`config.mk`:
```
export PLATFORM = sky130hd
export DESIGN_NAME = imu_six_axis_kalman_smoother
export DESIGN_NICKNAME = d
export VERILOG_FILES = /design/src/design/imuks_pkg.sv /design/src/design/imuks_datapath.sv /design/src/design/imuks_ctrl.sv /design/src/design/imu_six_axis_kalman_smoother.sv
export SDC_FILE = /design/constraint.sdc
export NUM_CORES = 2
export LEC_CHECK = 0
export BUFFER_PORTS_ARGS = -buffer_cell sky130_fd_sc_hd__buf_2
export CORE_MARGIN = 3
export CORE_UTILIZATION = 30
export DETAILED_ROUTE_END_ITERATION = 16
export GPL_TIMING_DRIVEN = 0
export SETUP_SLACK_MARGIN = 0.05
export SLEW_MARGIN = 5
export SYNTH_ARGS = -nofsm -noshare
export SYNTH_HDL_FRONTEND = slang
export SYNTH_SLANG_ARGS = --single-unit
```
`constraint.sdc`:
```
create_clock -name clk -period 18.06 [get_ports clk]
set_input_delay 0 -clock clk [delete_from_list [all_inputs] [get_ports clk]]
set_output_delay 0 -clock clk [all_outputs]
set_load 0.05 [all_outputs]
```
`src/design/imuks_pkg.sv`:
```
`default_nettype none
// Shared constants, codes and control types for the six-axis IMU Kalman smoother.
package imuks_pkg;

    // Filter geometry and number formats
    localparam int CHANNELS  = 6;
    localparam int AXES      = 6;
    localparam int FRAC_BITS = 16;
    localparam int DATA_W    = 32;
    localparam int NOISE_W   = 24;

    // Gain is unsigned with one integer bit so that 1.0 is exact.
    localparam int K_W       = FRAC_BITS + 1;
    // Predicted covariance plus noise needs one bit more than a sample.
    localparam int SUM_W     = DATA_W + 1;
    // Signed second multiplier operand: sample differences and magnitudes.
    localparam int OPB_W     = DATA_W + 1;
    localparam int PROD_W    = K_W + 1 + OPB_W;
    // Estimate plus correction before saturation.
    localparam int UPD_W     = DATA_W + 3;
    // One quotient bit per division step.
    localparam int DIV_STEPS = K_W;
    localparam int CNT_W     = $clog2(DIV_STEPS);

    localparam logic [K_W-1:0]     ONE_K     = K_W'(64'd1 << FRAC_BITS);
    localparam logic [DATA_W-1:0]  COV_RESET = DATA_W'(64'd1 << FRAC_BITS);
    localparam logic [NOISE_W-1:0] Q_RESET   =
        NOISE_W'(((64'd1 << FRAC_BITS) + 64'd50) / 64'd100);
    localparam logic [NOISE_W-1:0] R_RESET   =
        NOISE_W'(((64'd5 << FRAC_BITS) + 64'd50) / 64'd100);

    // Configuration register indexes
    localparam int REG_IDX_W = 1;
    typedef enum logic [REG_IDX_W-1:0] {
        REG_PROCESS_NOISE = 1'b0,
        REG_MEASURE_NOISE = 1'b1
    } reg_idx_t;

    // Operand pairs of the shared multiplier
    typedef enum logic [2:0] {
        MUL_CHANNEL = 3'd0,
        MUL_OMK_SQ  = 3'd1,
        MUL_A_PPRED = 3'd2,
        MUL_K_SQ    = 3'd3,
        MUL_C_R     = 3'd4
    } mul_sel_t;

    // Destination of the shifted product register
    typedef enum logic [2:0] {
        CAP_NONE = 3'd0,
        CAP_A    = 3'd1,
        CAP_B    = 3'd2,
        CAP_C    = 3'd3,
        CAP_COV  = 3'd4
    } cap_sel_t;

    // Commands from the controller to the datapath
    typedef struct packed {
        logic     load_z;
        logic     load_first;
        logic     pred;
        logic     div_init;
        logic     div_step;
        logic     gain;
        logic     mul_en;
        mul_sel_t mul_sel;
        cap_sel_t cap_sel;
        logic     est_update;
        logic     out_load;
    } imuks_cmd_t;

endpackage
`default_nettype wire

```
`src/design/imuks_datapath.sv`:
```
`default_nettype none
// Datapath: noise registers, gain divider, shared multiplier, estimates and covariance.
module imuks_datapath (
    input  wire logic                                 clk,
    input  wire logic                                 rst_n,
    input  wire imuks_pkg::imuks_cmd_t                cmd,
    input  wire logic                                 cfg_we,
    input  wire logic [imuks_pkg::REG_IDX_W-1:0]      cfg_addr,
    input  wire logic [imuks_pkg::NOISE_W-1:0]        cfg_wdata,
    input  wire logic [imuks_pkg::DATA_W-1:0]         z_in    [imuks_pkg::CHANNELS],
    output logic      [imuks_pkg::DATA_W-1:0]         est_out [imuks_pkg::CHANNELS]
);

    // Architectural state
    logic [imuks_pkg::NOISE_W-1:0] q_reg, q_next;
    logic [imuks_pkg::NOISE_W-1:0] r_reg, r_next;
    logic [imuks_pkg::DATA_W-1:0]  cov_reg, cov_next;
    logic [imuks_pkg::DATA_W-1:0]  est_reg [imuks_pkg::CHANNELS];
    logic [imuks_pkg::DATA_W-1:0]  est_next [imuks_pkg::CHANNELS];

    // Working registers
    logic [imuks_pkg::DATA_W-1:0]  z_reg [imuks_pkg::CHANNELS];
    logic [imuks_pkg::DATA_W-1:0]  z_next [imuks_pkg::CHANNELS];
    logic [imuks_pkg::DATA_W-1:0]  out_reg [imuks_pkg::CHANNELS];
    logic [imuks_pkg::DATA_W-1:0]  out_next [imuks_pkg::CHANNELS];
    logic [imuks_pkg::DATA_W-1:0]  ppred_reg, ppred_next;
    logic [imuks_pkg::SUM_W-1:0]   sum_reg, sum_next;
    logic [imuks_pkg::SUM_W-1:0]   rem_reg, rem_next;
    logic [imuks_pkg::K_W-1:0]     dvd_reg, dvd_next;
    logic [imuks_pkg::K_W-1:0]     quo_reg, quo_next;
    logic [imuks_pkg::K_W-1:0]     k_reg, k_next;
    logic [imuks_pkg::K_W-1:0]     omk_reg, omk_next;
    logic [imuks_pkg::K_W-1:0]     a_reg, a_next;
    logic [imuks_pkg::SUM_W-1:0]   b_reg, b_next;
    logic [imuks_pkg::K_W-1:0]     c_reg, c_next;
    logic signed [imuks_pkg::PROD_W-1:0] prod_reg, prod_next;

    // Intermediate values
    logic [imuks_pkg::SUM_W-1:0]   ppred_sum;
    logic [imuks_pkg::DATA_W-1:0]  ppred_sat;
    logic [imuks_pkg::SUM_W:0]     rem_sh;
    logic [imuks_pkg::SUM_W:0]     rem_sub;
    logic                          rem_geq;
    logic [imuks_pkg::K_W-1:0]     k_calc;
    logic [imuks_pkg::K_W-1:0]     opa;
    logic signed [imuks_pkg::OPB_W-1:0]  opb;
    logic signed [imuks_pkg::OPB_W-1:0]  chan_diff;
    logic signed [imuks_pkg::PROD_W-1:0] prod_calc;
    logic signed [imuks_pkg::PROD_W-1:0] prod_sh;
    logic signed [imuks_pkg::UPD_W-1:0]  upd_sum;
    logic [imuks_pkg::UPD_W-imuks_pkg::DATA_W:0] upd_top;
    logic [imuks_pkg::DATA_W-1:0]  est_new;
    logic [imuks_pkg::SUM_W:0]     cov_sum;

    // Predicted covariance, saturated to the unsigned range
    assign ppred_sum = {1'b0, cov_reg} + imuks_pkg::SUM_W'(q_reg);
    assign ppred_sat = ppred_sum[imuks_pkg::DATA_W] ? '1 : ppred_sum[imuks_pkg::DATA_W-1:0];

    // One restoring division step: bring in the next dividend bit and try a subtract.
    assign rem_sh  = {rem_reg, dvd_reg[imuks_pkg::K_W-1]};
    assign rem_sub = rem_sh - {1'b0, sum_reg};
    assign rem_geq = (rem_sh >= {1'b0, sum_reg});

    // Gain is zero for a zero denominator and never above one.
    always_comb
    begin
        if (sum_reg == '0)
        begin
            k_calc = '0;
        end
        else if (quo_reg > imuks_pkg::ONE_K)
        begin
            k_calc = imuks_pkg::ONE_K;
        end
        else
        begin
            k_calc = quo_reg;
        end
    end

    // Operand selection for the shared multiplier
    assign chan_diff = $signed({z_reg[0][imuks_pkg::DATA_W-1], z_reg[0]})
                     - $signed({est_reg[0][imuks_pkg::DATA_W-1], est_reg[0]});

    always_comb
    begin
        case (cmd.mul_sel)
            imuks_pkg::MUL_CHANNEL:
            begin
                opa = k_reg;
                opb = chan_diff;
            end
            imuks_pkg::MUL_OMK_SQ:
            begin
                opa = omk_reg;
                opb = $signed(imuks_pkg::OPB_W'(omk_reg));
            end
            imuks_pkg::MUL_A_PPRED:
            begin
                opa = a_reg;
                opb = $signed(imuks_pkg::OPB_W'(ppred_reg));
            end
            imuks_pkg::MUL_K_SQ:
            begin
                opa = k_reg;
                opb = $signed(imuks_pkg::OPB_W'(k_reg));
            end
            imuks_pkg::MUL_C_R:
            begin
                opa = c_reg;
                opb = $signed(imuks_pkg::OPB_W'(r_reg));
            end
            default:
            begin
                opa = '0;
                opb = '0;
            end
        endcase
    end

    assign prod_calc = $signed({1'b0, opa}) * opb;
    assign prod_sh   = prod_reg >>> imuks_pkg::FRAC_BITS;

    // Estimate correction with signed saturation
    assign upd_sum = $signed({{3{est_reg[0][imuks_pkg::DATA_W-1]}}, est_reg[0]})
                   + $signed(prod_sh[imuks_pkg::UPD_W-1:0]);
    assign upd_top = upd_sum[imuks_pkg::UPD_W-1:imuks_pkg::DATA_W-1];

    always_comb
    begin
        if ((&upd_top) || !(|upd_top))
        begin
            est_new = upd_sum[imuks_pkg::DATA_W-1:0];
        end
        else if (upd_sum[imuks_pkg::UPD_W-1])
        begin
            est_new = {1'b1, {(imuks_pkg::DATA_W-1){1'b0}}};
        end
        else
        begin
            est_new = {1'b0, {(imuks_pkg::DATA_W-1){1'b1}}};
        end
    end

    // Joseph-form covariance: b from the product register, d is the fresh product.
    assign cov_sum = {1'b0, b_reg}
                   + (imuks_pkg::SUM_W+1)'(prod_sh[imuks_pkg::NOISE_W:0]);

    // Configuration writes
    always_comb
    begin
        q_next = q_reg;
        r_next = r_reg;
        if (cfg_we)
        begin
            unique case (cfg_addr)
                imuks_pkg::REG_PROCESS_NOISE: q_next = cfg_wdata;
                imuks_pkg::REG_MEASURE_NOISE: r_next = cfg_wdata;
                default: ;
            endcase
        end
    end

    // Sample, estimate and output arrays; the channel loop rotates through slot zero.
    always_comb
    begin
        for (int i = 0; i < imuks_pkg::CHANNELS; i++)
        begin
            z_next[i]   = z_reg[i];
            est_next[i] = est_reg[i];
            out_next[i] = out_reg[i];
        end
        if (cmd.load_z)
        begin
            for (int i = 0; i < imuks_pkg::CHANNELS; i++)
            begin
                z_next[i] = z_in[i];
            end
        end
        if (cmd.load_first)
        begin
            for (int i = 0; i < imuks_pkg::CHANNELS; i++)
            begin
                est_next[i] = z_in[i];
            end
        end
        if (cmd.est_update)
        begin
            for (int i = 0; i < imuks_pkg::CHANNELS - 1; i++)
            begin
                z_next[i]   = z_reg[i+1];
                est_next[i] = est_reg[i+1];
            end
            z_next[imuks_pkg::CHANNELS-1]   = z_reg[0];
            est_next[imuks_pkg::CHANNELS-1] = est_new;
        end
        if (cmd.out_load)
        begin
            for (int i = 0; i < imuks_pkg::CHANNELS; i++)
            begin
                out_next[i] = est_reg[i];
            end
        end
    end

    // Prediction, division and gain
    always_comb
    begin
        ppred_next = ppred_reg;
        sum_next   = sum_reg;
        rem_next   = rem_reg;
        dvd_next   = dvd_reg;
        quo_next   = quo_reg;
        k_next     = k_reg;
        omk_next   = omk_reg;
        if (cmd.pred)
        begin
            ppred_next = ppred_sat;
        end
        if (cmd.div_init)
        begin
            // The quotient fits K_W bits, so the top dividend bits seed the remainder.
            sum_next = {1'b0, ppred_reg} + imuks_pkg::SUM_W'(r_reg);
            rem_next = imuks_pkg::SUM_W'(ppred_reg >> 1);
            dvd_next = {ppred_reg[0], {imuks_pkg::FRAC_BITS{1'b0}}};
            quo_next = '0;
        end
        if (cmd.div_step)
        begin
            rem_next = rem_geq ? rem_sub[imuks_pkg::SUM_W-1:0] : rem_sh[imuks_pkg::SUM_W-1:0];
            dvd_next = {dvd_reg[imuks_pkg::K_W-2:0], 1'b0};
            quo_next = {quo_reg[imuks_pkg::K_W-2:0], rem_geq};
        end
        if (cmd.gain)
        begin
            k_next   = k_calc;
            omk_next = imuks_pkg::ONE_K - k_calc;
        end
    end

    // Multiplier output and covariance terms
    always_comb
    begin
        prod_next = prod_reg;
        a_next    = a_reg;
        b_next    = b_reg;
        c_next    = c_reg;
        cov_next  = cov_reg;
        if (cmd.mul_en)
        begin
            prod_next = prod_calc;
        end
        case (cmd.cap_sel)
            imuks_pkg::CAP_A:   a_next = prod_sh[imuks_pkg::K_W-1:0];
            imuks_pkg::CAP_B:   b_next = prod_sh[imuks_pkg::SUM_W-1:0];
            imuks_pkg::CAP_C:   c_next = prod_sh[imuks_pkg::K_W-1:0];
            imuks_pkg::CAP_COV:
            begin
                if (|cov_sum[imuks_pkg::SUM_W:imuks_pkg::DATA_W])
                begin
                    cov_next = '1;
                end
                else
                begin
                    cov_next = cov_sum[imuks_pkg::DATA_W-1:0];
                end
            end
            default: ;
        endcase
    end

    // State registers with reset values
    always_ff @(posedge clk or negedge rst_n)
    begin
        if (!rst_n)
        begin
            q_reg   <= imuks_pkg::Q_RESET;
            r_reg   <= imuks_pkg::R_RESET;
            cov_reg <= imuks_pkg::COV_RESET;
            for (int i = 0; i < imuks_pkg::CHANNELS; i++)
            begin
                est_reg[i] <= '0;
            end
        end
        else
        begin
            q_reg   <= q_next;
            r_reg   <= r_next;
            cov_reg <= cov_next;
            for (int i = 0; i < imuks_pkg::CHANNELS; i++)
            begin
                est_reg[i] <= est_next[i];
            end
        end
    end

    // Working registers
    always_ff @(posedge clk)
    begin
        for (int i = 0; i < imuks_pkg::CHANNELS; i++)
        begin
            z_reg[i]   <= z_next[i];
            out_reg[i] <= out_next[i];
        end
        ppred_reg <= ppred_next;
        sum_reg   <= sum_next;
        rem_reg   <= rem_next;
        dvd_reg   <= dvd_next;
        quo_reg   <= quo_next;
        k_reg     <= k_next;
        omk_reg   <= omk_next;
        prod_reg  <= prod_next;
        a_reg     <= a_next;
        b_reg     <= b_next;
        c_reg     <= c_next;
    end

    assign est_out = out_reg;

endmodule
`default_nettype wire

```
`src/design/imuks_ctrl.sv`:
```
`default_nettype none
// Controller: request handshakes, started flag and the sequence of datapath commands.
module imuks_ctrl (
    input  wire logic             clk,
    input  wire logic             rst_n,
    input  wire logic             in_valid,
    output logic                  in_ready,
    output logic                  out_valid,
    input  wire logic             out_ready,
    output imuks_pkg::imuks_cmd_t cmd
);

    typedef enum logic [12:0] {
        S_IDLE  = 13'b0000000000001,
        S_PRED  = 13'b0000000000010,
        S_DINIT = 13'b0000000000100,
        S_DIV   = 13'b0000000001000,
        S_GAIN  = 13'b0000000010000,
        S_CMUL  = 13'b0000000100000,
        S_CUPD  = 13'b0000001000000,
        S_MA    = 13'b0000010000000,
        S_CA    = 13'b0000100000000,
        S_CC    = 13'b0001000000000,
        S_CB    = 13'b0010000000000,
        S_CD    = 13'b0100000000000,
        S_DONE  = 13'b1000000000000
    } state_t;

    state_t                      state_reg, state_next;
    logic [imuks_pkg::CNT_W-1:0] cnt_reg, cnt_next;
    logic                        started_reg, started_next;
    logic                        out_valid_reg, out_valid_next;
    logic                        in_accept;
    logic                        out_free;

    assign in_ready  = (state_reg == S_IDLE);
    assign in_accept = in_valid && in_ready;
    assign out_valid = out_valid_reg;
    // The output register may be reloaded when empty or being emptied this cycle.
    assign out_free  = !out_valid_reg || out_ready;

    // Next state and command decode
    always_comb
    begin
        state_next   = state_reg;
        cnt_next     = cnt_reg;
        started_next = started_reg;
        cmd          = '0;
        cmd.mul_sel  = imuks_pkg::MUL_CHANNEL;
        cmd.cap_sel  = imuks_pkg::CAP_NONE;
        unique case (state_reg)
            S_IDLE:
            begin
                if (in_accept)
                begin
                    cmd.load_z     = 1'b1;
                    cmd.load_first = !started_reg;
                    started_next   = 1'b1;
                    state_next     = started_reg ? S_PRED : S_DONE;
                end
            end
            S_PRED:
            begin
                cmd.pred   = 1'b1;
                state_next = S_DINIT;
            end
            S_DINIT:
            begin
                cmd.div_init = 1'b1;
                cnt_next     = '0;
                state_next   = S_DIV;
            end
            S_DIV:
            begin
                cmd.div_step = 1'b1;
                cnt_next     = cnt_reg + 1'b1;
                if (cnt_reg == imuks_pkg::CNT_W'(imuks_pkg::DIV_STEPS - 1))
                begin
                    state_next = S_GAIN;
                end
            end
            S_GAIN:
            begin
                cmd.gain   = 1'b1;
                cnt_next   = '0;
                state_next = S_CMUL;
            end
            S_CMUL:
            begin
                cmd.mul_en  = 1'b1;
                cmd.mul_sel = imuks_pkg::MUL_CHANNEL;
                state_next  = S_CUPD;
            end
            S_CUPD:
            begin
                cmd.est_update = 1'b1;
                cnt_next       = cnt_reg + 1'b1;
                if (cnt_reg == imuks_pkg::CNT_W'(imuks_pkg::CHANNELS - 1))
                begin
                    state_next = S_MA;
                end
                else
                begin
                    state_next = S_CMUL;
                end
            end
            // Covariance terms: captures overlap with the next multiply.
            S_MA:
            begin
                cmd.mul_en  = 1'b1;
                cmd.mul_sel = imuks_pkg::MUL_OMK_SQ;
                state_next  = S_CA;
            end
            S_CA:
            begin
                cmd.cap_sel = imuks_pkg::CAP_A;
                cmd.mul_en  = 1'b1;
                cmd.mul_sel = imuks_pkg::MUL_K_SQ;
                state_next  = S_CC;
            end
            S_CC:
            begin
                cmd.cap_sel = imuks_pkg::CAP_C;
                cmd.mul_en  = 1'b1;
                cmd.mul_sel = imuks_pkg::MUL_A_PPRED;
                state_next  = S_CB;
            end
            S_CB:
            begin
                cmd.cap_sel = imuks_pkg::CAP_B;
                cmd.mul_en  = 1'b1;
                cmd.mul_sel = imuks_pkg::MUL_C_R;
                state_next  = S_CD;
            end
            S_CD:
            begin
                cmd.cap_sel = imuks_pkg::CAP_COV;
                state_next  = S_DONE;
            end
            S_DONE:
            begin
                if (out_free)
                begin
                    cmd.out_load = 1'b1;
                    state_next   = S_IDLE;
                end
            end
            default:
            begin
                state_next = S_IDLE;
            end
        endcase
    end

    // Output request flag
    always_comb
    begin
        if (cmd.out_load)
        begin
            out_valid_next = 1'b1;
        end
        else if (out_ready)
        begin
            out_valid_next = 1'b0;
        end
        else
        begin
            out_valid_next = out_valid_reg;
        end
    end

    always_ff @(posedge clk or negedge rst_n)
    begin
        if (!rst_n)
        begin
            state_reg     <= S_IDLE;
            cnt_reg       <= '0;
            started_reg   <= 1'b0;
            out_valid_reg <= 1'b0;
        end
        else
        begin
            state_reg     <= state_next;
            cnt_reg       <= cnt_next;
            started_reg   <= started_next;
            out_valid_reg <= out_valid_next;
        end
    end

`ifndef ASSERT_OFF
    // The first request after reset skips filtering and goes straight to output.
    a_first_skips : assert property (@(posedge clk) disable iff (!rst_n)
        (in_accept && !started_reg) |=> (state_reg == S_DONE))
        else $error("first request did not bypass the filter");

    // Later requests always run the full predict and update.
    a_later_filters : assert property (@(posedge clk) disable iff (!rst_n)
        (in_accept && started_reg) |=> (state_reg == S_PRED))
        else $error("filtered request did not start with prediction");

    // The divider runs exactly one step per quotient bit.
    a_div_length : assert property (@(posedge clk) disable iff (!rst_n)
        (state_reg == S_DIV && cnt_reg == imuks_pkg::CNT_W'(imuks_pkg::DIV_STEPS - 1))
        |=> (state_reg == S_GAIN))
        else $error("divider step count mismatch");

    // A finished result waits while the output register is still occupied.
    a_done_holds : assert property (@(posedge clk) disable iff (!rst_n)
        (state_reg == S_DONE && out_valid_reg && !out_ready) |=> (state_reg == S_DONE))
        else $error("result overwrote an unaccepted output");

    // The started flag never drops outside reset.
    a_started_sticky : assert property (@(posedge clk) disable iff (!rst_n)
        started_reg |=> started_reg)
        else $error("started flag cleared");
`endif

endmodule
`default_nettype wire

```
`src/design/imu_six_axis_kalman_smoother.sv`:
```
`default_nettype none
// Top level of the six-axis IMU Kalman smoother: six scalar filters sharing one covariance.
// The first request after reset goes straight to the output register; later ones run prediction,
// the 17-step serial gain divider, a multiply plus an update per axis and the covariance terms.
// A new request is taken in the cycle after the output register loads; one request at a time.
// Reset (async, active low) clears estimates, sets covariance to one and noise to defaults.
module imu_six_axis_kalman_smoother (
    input  wire logic                                clk,
    input  wire logic                                rst_n,
    input  wire logic                                cfg_we,
    input  wire logic [imuks_pkg::REG_IDX_W-1:0]     cfg_addr,
    input  wire logic [imuks_pkg::NOISE_W-1:0]       cfg_wdata,
    input  wire logic                                in_valid,
    output logic                                     in_ready,
    input  wire logic signed [imuks_pkg::DATA_W-1:0] accel_x,
    input  wire logic signed [imuks_pkg::DATA_W-1:0] accel_y,
    input  wire logic signed [imuks_pkg::DATA_W-1:0] accel_z,
    input  wire logic signed [imuks_pkg::DATA_W-1:0] rate_x,
    input  wire logic signed [imuks_pkg::DATA_W-1:0] rate_y,
    input  wire logic signed [imuks_pkg::DATA_W-1:0] rate_z,
    output logic                                     out_valid,
    input  wire logic                                out_ready,
    output logic signed [imuks_pkg::DATA_W-1:0]      smooth_accel_x,
    output logic signed [imuks_pkg::DATA_W-1:0]      smooth_accel_y,
    output logic signed [imuks_pkg::DATA_W-1:0]      smooth_accel_z,
    output logic signed [imuks_pkg::DATA_W-1:0]      smooth_rate_x,
    output logic signed [imuks_pkg::DATA_W-1:0]      smooth_rate_y,
    output logic signed [imuks_pkg::DATA_W-1:0]      smooth_rate_z
);

    imuks_pkg::imuks_cmd_t        cmd;
    logic [imuks_pkg::DATA_W-1:0] axis_in  [imuks_pkg::AXES];
    logic [imuks_pkg::DATA_W-1:0] axis_out [imuks_pkg::AXES];
    logic [imuks_pkg::DATA_W-1:0] z_in     [imuks_pkg::CHANNELS];
    logic [imuks_pkg::DATA_W-1:0] est_out  [imuks_pkg::CHANNELS];

    // Gather the axis samples in order
    assign axis_in[0] = accel_x;
    assign axis_in[1] = accel_y;
    assign axis_in[2] = accel_z;
    assign axis_in[3] = rate_x;
    assign axis_in[4] = rate_y;
    assign axis_in[5] = rate_z;

    // Only the configured channels are filtered; the rest read as zero.
    always_comb
    begin
        for (int i = 0; i < imuks_pkg::CHANNELS; i++)
        begin
            z_in[i] = axis_in[i];
        end
        for (int i = 0; i < imuks_pkg::AXES; i++)
        begin
            axis_out[i] = '0;
        end
        for (int i = 0; i < imuks_pkg::CHANNELS; i++)
        begin
            axis_out[i] = est_out[i];
        end
    end

    assign smooth_accel_x = axis_out[0];
    assign smooth_accel_y = axis_out[1];
    assign smooth_accel_z = axis_out[2];
    assign smooth_rate_x  = axis_out[3];
    assign smooth_rate_y  = axis_out[4];
    assign smooth_rate_z  = axis_out[5];

    imuks_ctrl u_ctrl (
        .clk       (clk),
        .rst_n     (rst_n),
        .in_valid  (in_valid),
        .in_ready  (in_ready),
        .out_valid (out_valid),
        .out_ready (out_ready),
        .cmd       (cmd)
    );

    imuks_datapath u_datapath (
        .clk       (clk),
        .rst_n     (rst_n),
        .cmd       (cmd),
        .cfg_we    (cfg_we),
        .cfg_addr  (cfg_addr),
        .cfg_wdata (cfg_wdata),
        .z_in      (z_in),
        .est_out   (est_out)
    );

endmodule
`default_nettype wire

```
==> Implementation_results.wiki <==
{| class="wikitable"
! Metric !! Value
|-
| Share of the yosys chip area belonging to registers || around two fifths
|-
| Clock insertion delay at the later pin of the skew report || 0.75 ns
|-
| Final setup fails || 0
|-
| Post-synthesis cell count || just under 6,000
|-
| Post-CTS Resized || 0
|-
| Clock Tree Root || sky130_fd_sc_hd__clkbuf_16
|-
| Most frequent cells in the layout || sky130_fd_sc_hd__nand2_1, sky130_fd_sc_hd__inv_1, sky130_fd_sc_hd__edfxtp_1
|-
| Number of buffers inserted during clock tree synthesis || approximately 100
|-
| Most frequent standard cell in the layout excluding fill and tap cells || sky130_fd_sc_hd__nand2_1
|-
| Endpoint of the worst hold path || u_datapath.est_reg[55]
|-
| Synth Flop Type || sky130_fd_sc_hd__edfxtp_1
|-
| Synth cell types || roughly 110
|-
| Average via count per standard cell || around 5.1
|-
| Maximum clock frequency || 0.0868 GHz
|-
| Number of enable flip-flop cells after synthesis || 635
|-
| Share of flip-flops with an asynchronous set or reset after synthesis || roughly a third
|-
| Reg clk slew, reported paths || approximately 0.070 ns
|-
| CP startpoint kind || flop
|-
| Number of register bits inferred by synthesis || around 900
|-
| Wire length per cell after detailed routing || roughly 25 um
|-
| Largest net degree at the start of global routing || between 100 and 150
|-
| DRC violation count after routing || 0
|-
| Initial antenna violation count || 41
|-
| CTS H-tree depth || 3
|-
| TritonCTS clock tree || built
|-
| I/O Buffers || slightly above 400
|-
| Total global routing overflow || 0
|-
| Depth of the worst hold-timing path || 4
|-
| Number of filler instances in the final layout || about 21,000
|-
| Core ar. || 211,000 um^2
|-
| Critical R2R Capture || u_datapath.prod_reg[49]
|-
| Final GP Congestion || between 0.9 and 1
|-
| Warning count from the yosys run || 0
|-
| Drt first pass iters || 6
|-
| Count of final max-slew check failures || 0
|-
| Setup repair after global routing missed its margin || no
|-
| Die extent in y || 468 um
|-
| Data required time of the critical path || around 19 ns
|-
| Clk_skew || 0.0502 ns
|-
| Critical Path End Type || flop
|-
| Delay of the slowest cell on the worst path || approximately 0.97 ns
|-
| Share of layout cells above drive strength 1 || between 10% and 20%
|-
| Source of the worst hold timing path || rate_y[23]
|-
| Io pins || 416
|-
| Result of the run || completed
|-
| Critical register-to-register path startpoint || u_ctrl.state_reg[9]
|-
| Worst hold slack || 0.0508 ns
|-
| Post-CTS Hold Buffers || 224
|-
| Violation count after the first detailed-route iteration || between 4,000 and 5,000
|-
| Final cell utilization of the core || between 30% and 40%
|-
| Starting density of the core || around 30%
|-
| Final period demand of the worst path || approximately 12 ns
|-
| Synthesized cell area || 64,000 um^2
|-
| Std-Cell Rows || approximately 170
|-
| Worst hold-check path type || input port to flop
|-
| Overall global routing resource usage || between 20% and 30%
|-
| Cell repeated most along the worst path || sky130_fd_sc_hd__fa_1
|-
| Number of nets in the final layout || 7,661
|-
| Slowest CP cell || sky130_fd_sc_hd__nor4_2
|-
| Clock net sink count || about 930
|-
| Die W || approximately 470 um
|-
| Syn avg cell area || approximately 11 um^2
|-
| Area delta synth->final || 18.8%
|-
| DP Wirelength || 194,000 um
|-
| Critical path peak fanout || 10
|-
| Share of the clock period used by the worst path after layout || ~64%
|-
| Final Hold Fails || 0
|-
| Dpl ws || 6.53 ns
|-
| Number of vias after detailed routing || 48,482
|-
| Arrival time reported for the critical path endpoint || around 12 ns
|-
| Maximum clock path buffer count || 3
|-
| Post-synth net total || approximately 6,900
|-
| Final ANT Viol Nets || 0
|-
| Slew Limit Headroom || between 5 and 6%
|-
| Reported max-cap violation count || 0
|-
| Transition time at the pin with the least slew margin || 1.40 ns
|-
| Final wirelength || 238,000 um
|-
| First-pass GRT wire length || about 350,000 um
|-
| Full die area || about 220,000 um^2
|-
| Worst Setup Path Type || flop to flop
|-
| FF-to-FF setup slack || 6.53 ns
|-
| Final-layout setup total negative slack || 0 ns
|-
| Post-CTS Setup Bufs || 0
|-
| Worst Setup Slack, final || between 6 and 7 ns
|-
| Number of cell instances on the worst register-to-register path || 35
|-
| Via count of the first global-routing pass || roughly 50,000
|}
-- cell usage after synthesis, drive strengths merged, types with 34 or more instances --
cell type  number  area share (%)
mux2i          36            0.56
ha            293             5.7
clkbuf         75            0.44
o21ai         180             1.4
a21oi         201             1.6
a22oi         195             2.3
buf           151             1.4
xor2           74             1.0
nand4          40            0.49
nor2b          46            0.45
or3            34            0.33
a211oi         43            0.70
xnor2         132             1.8
mux2          246             4.3
inv           709             4.2
fa            540              17
and2           44            0.43
and3           38            0.37
a21o          102             1.2
nor2          405             2.4
nand3          49            0.40
nand2         867             5.1
nand2b         44            0.43
dfrtp         277              11
edfxtp        635              30
a31oi          58            0.60
-- cells by family after synthesis --
group           synth area share [%]
compound gates                  10.5
mux                             4.89
buf+inv                         6.01
flops                           41.2
xor+xnor                        2.82
fa+ha+maj                       22.6
simple gates                    12.0
-- worst max path at each step --
stage | start | endpoint | slack (ns) | cells past startpoint
2_1_floorplan | u_ctrl.state_reg[5] | u_datapath.est_out[0] | 7.31 | 4
3_3_place_gp | u_ctrl.state_reg[8] | u_datapath.est_out[169] | 1.67 | 4
3_5_place_dp | u_ctrl.state_reg[1] | u_datapath.prod_reg[49] | 6.53 | 32
4_1_cts | u_ctrl.state_reg[1] | u_datapath.prod_reg[48] | 6.45 | 32
5_1_grt | u_ctrl.state_reg[9] | u_datapath.prod_reg[48] | 5.85 | 35
6_report | u_ctrl.state_reg[9] | u_datapath.prod_reg[49] | 6.53 | 35
-- per-layer routing --
layer / global-route usage (%) / routed length [um]
met2: 35.5 / 111000
met3: 5.41 / 19900
met5: 0 / 216
met1: 27.2 / 96200
met4: 8.75 / 10900
-- worst max-delay path, delay by kind of cell (launching register included) --
kind / cells / cell delay, ns
DFF: 1 / 0.36
xor gates and xnor gates: 1 / 0.10
buffers and inverters: 6 / 0.82
AOI/OAI and AO/OA: 10 / 3.39
adders and majority gates: 7 / 3.38
and+or+nand+nor: 11 / 3.20
-- through the flow --
stage,area [um^2],cells
after detailed placement,70100,9082
after floorplan,64000,5842
after global routing,76000,9510
after global placement,69600,9062
after CTS,76000,9500
final,76100,9526
-- final cells by class --
type	instances	area (um^2)	area share, %
timing repair buffer	659	4720	6.21
antenna	26	65.1	0.0855
tap	2805	3510	4.61
sequential	927	26400	34.7
multi-input combinational	3979	33800	44.5
buffer	226	1180	1.55
clock inverter	48	649	0.854
inverter	710	2670	3.50
clock buffer	146	3040	3.99
Power is left out: the tool's default activity adds up to more than one toggle a clock period on the data nets, which glitch-free logic cannot reach.
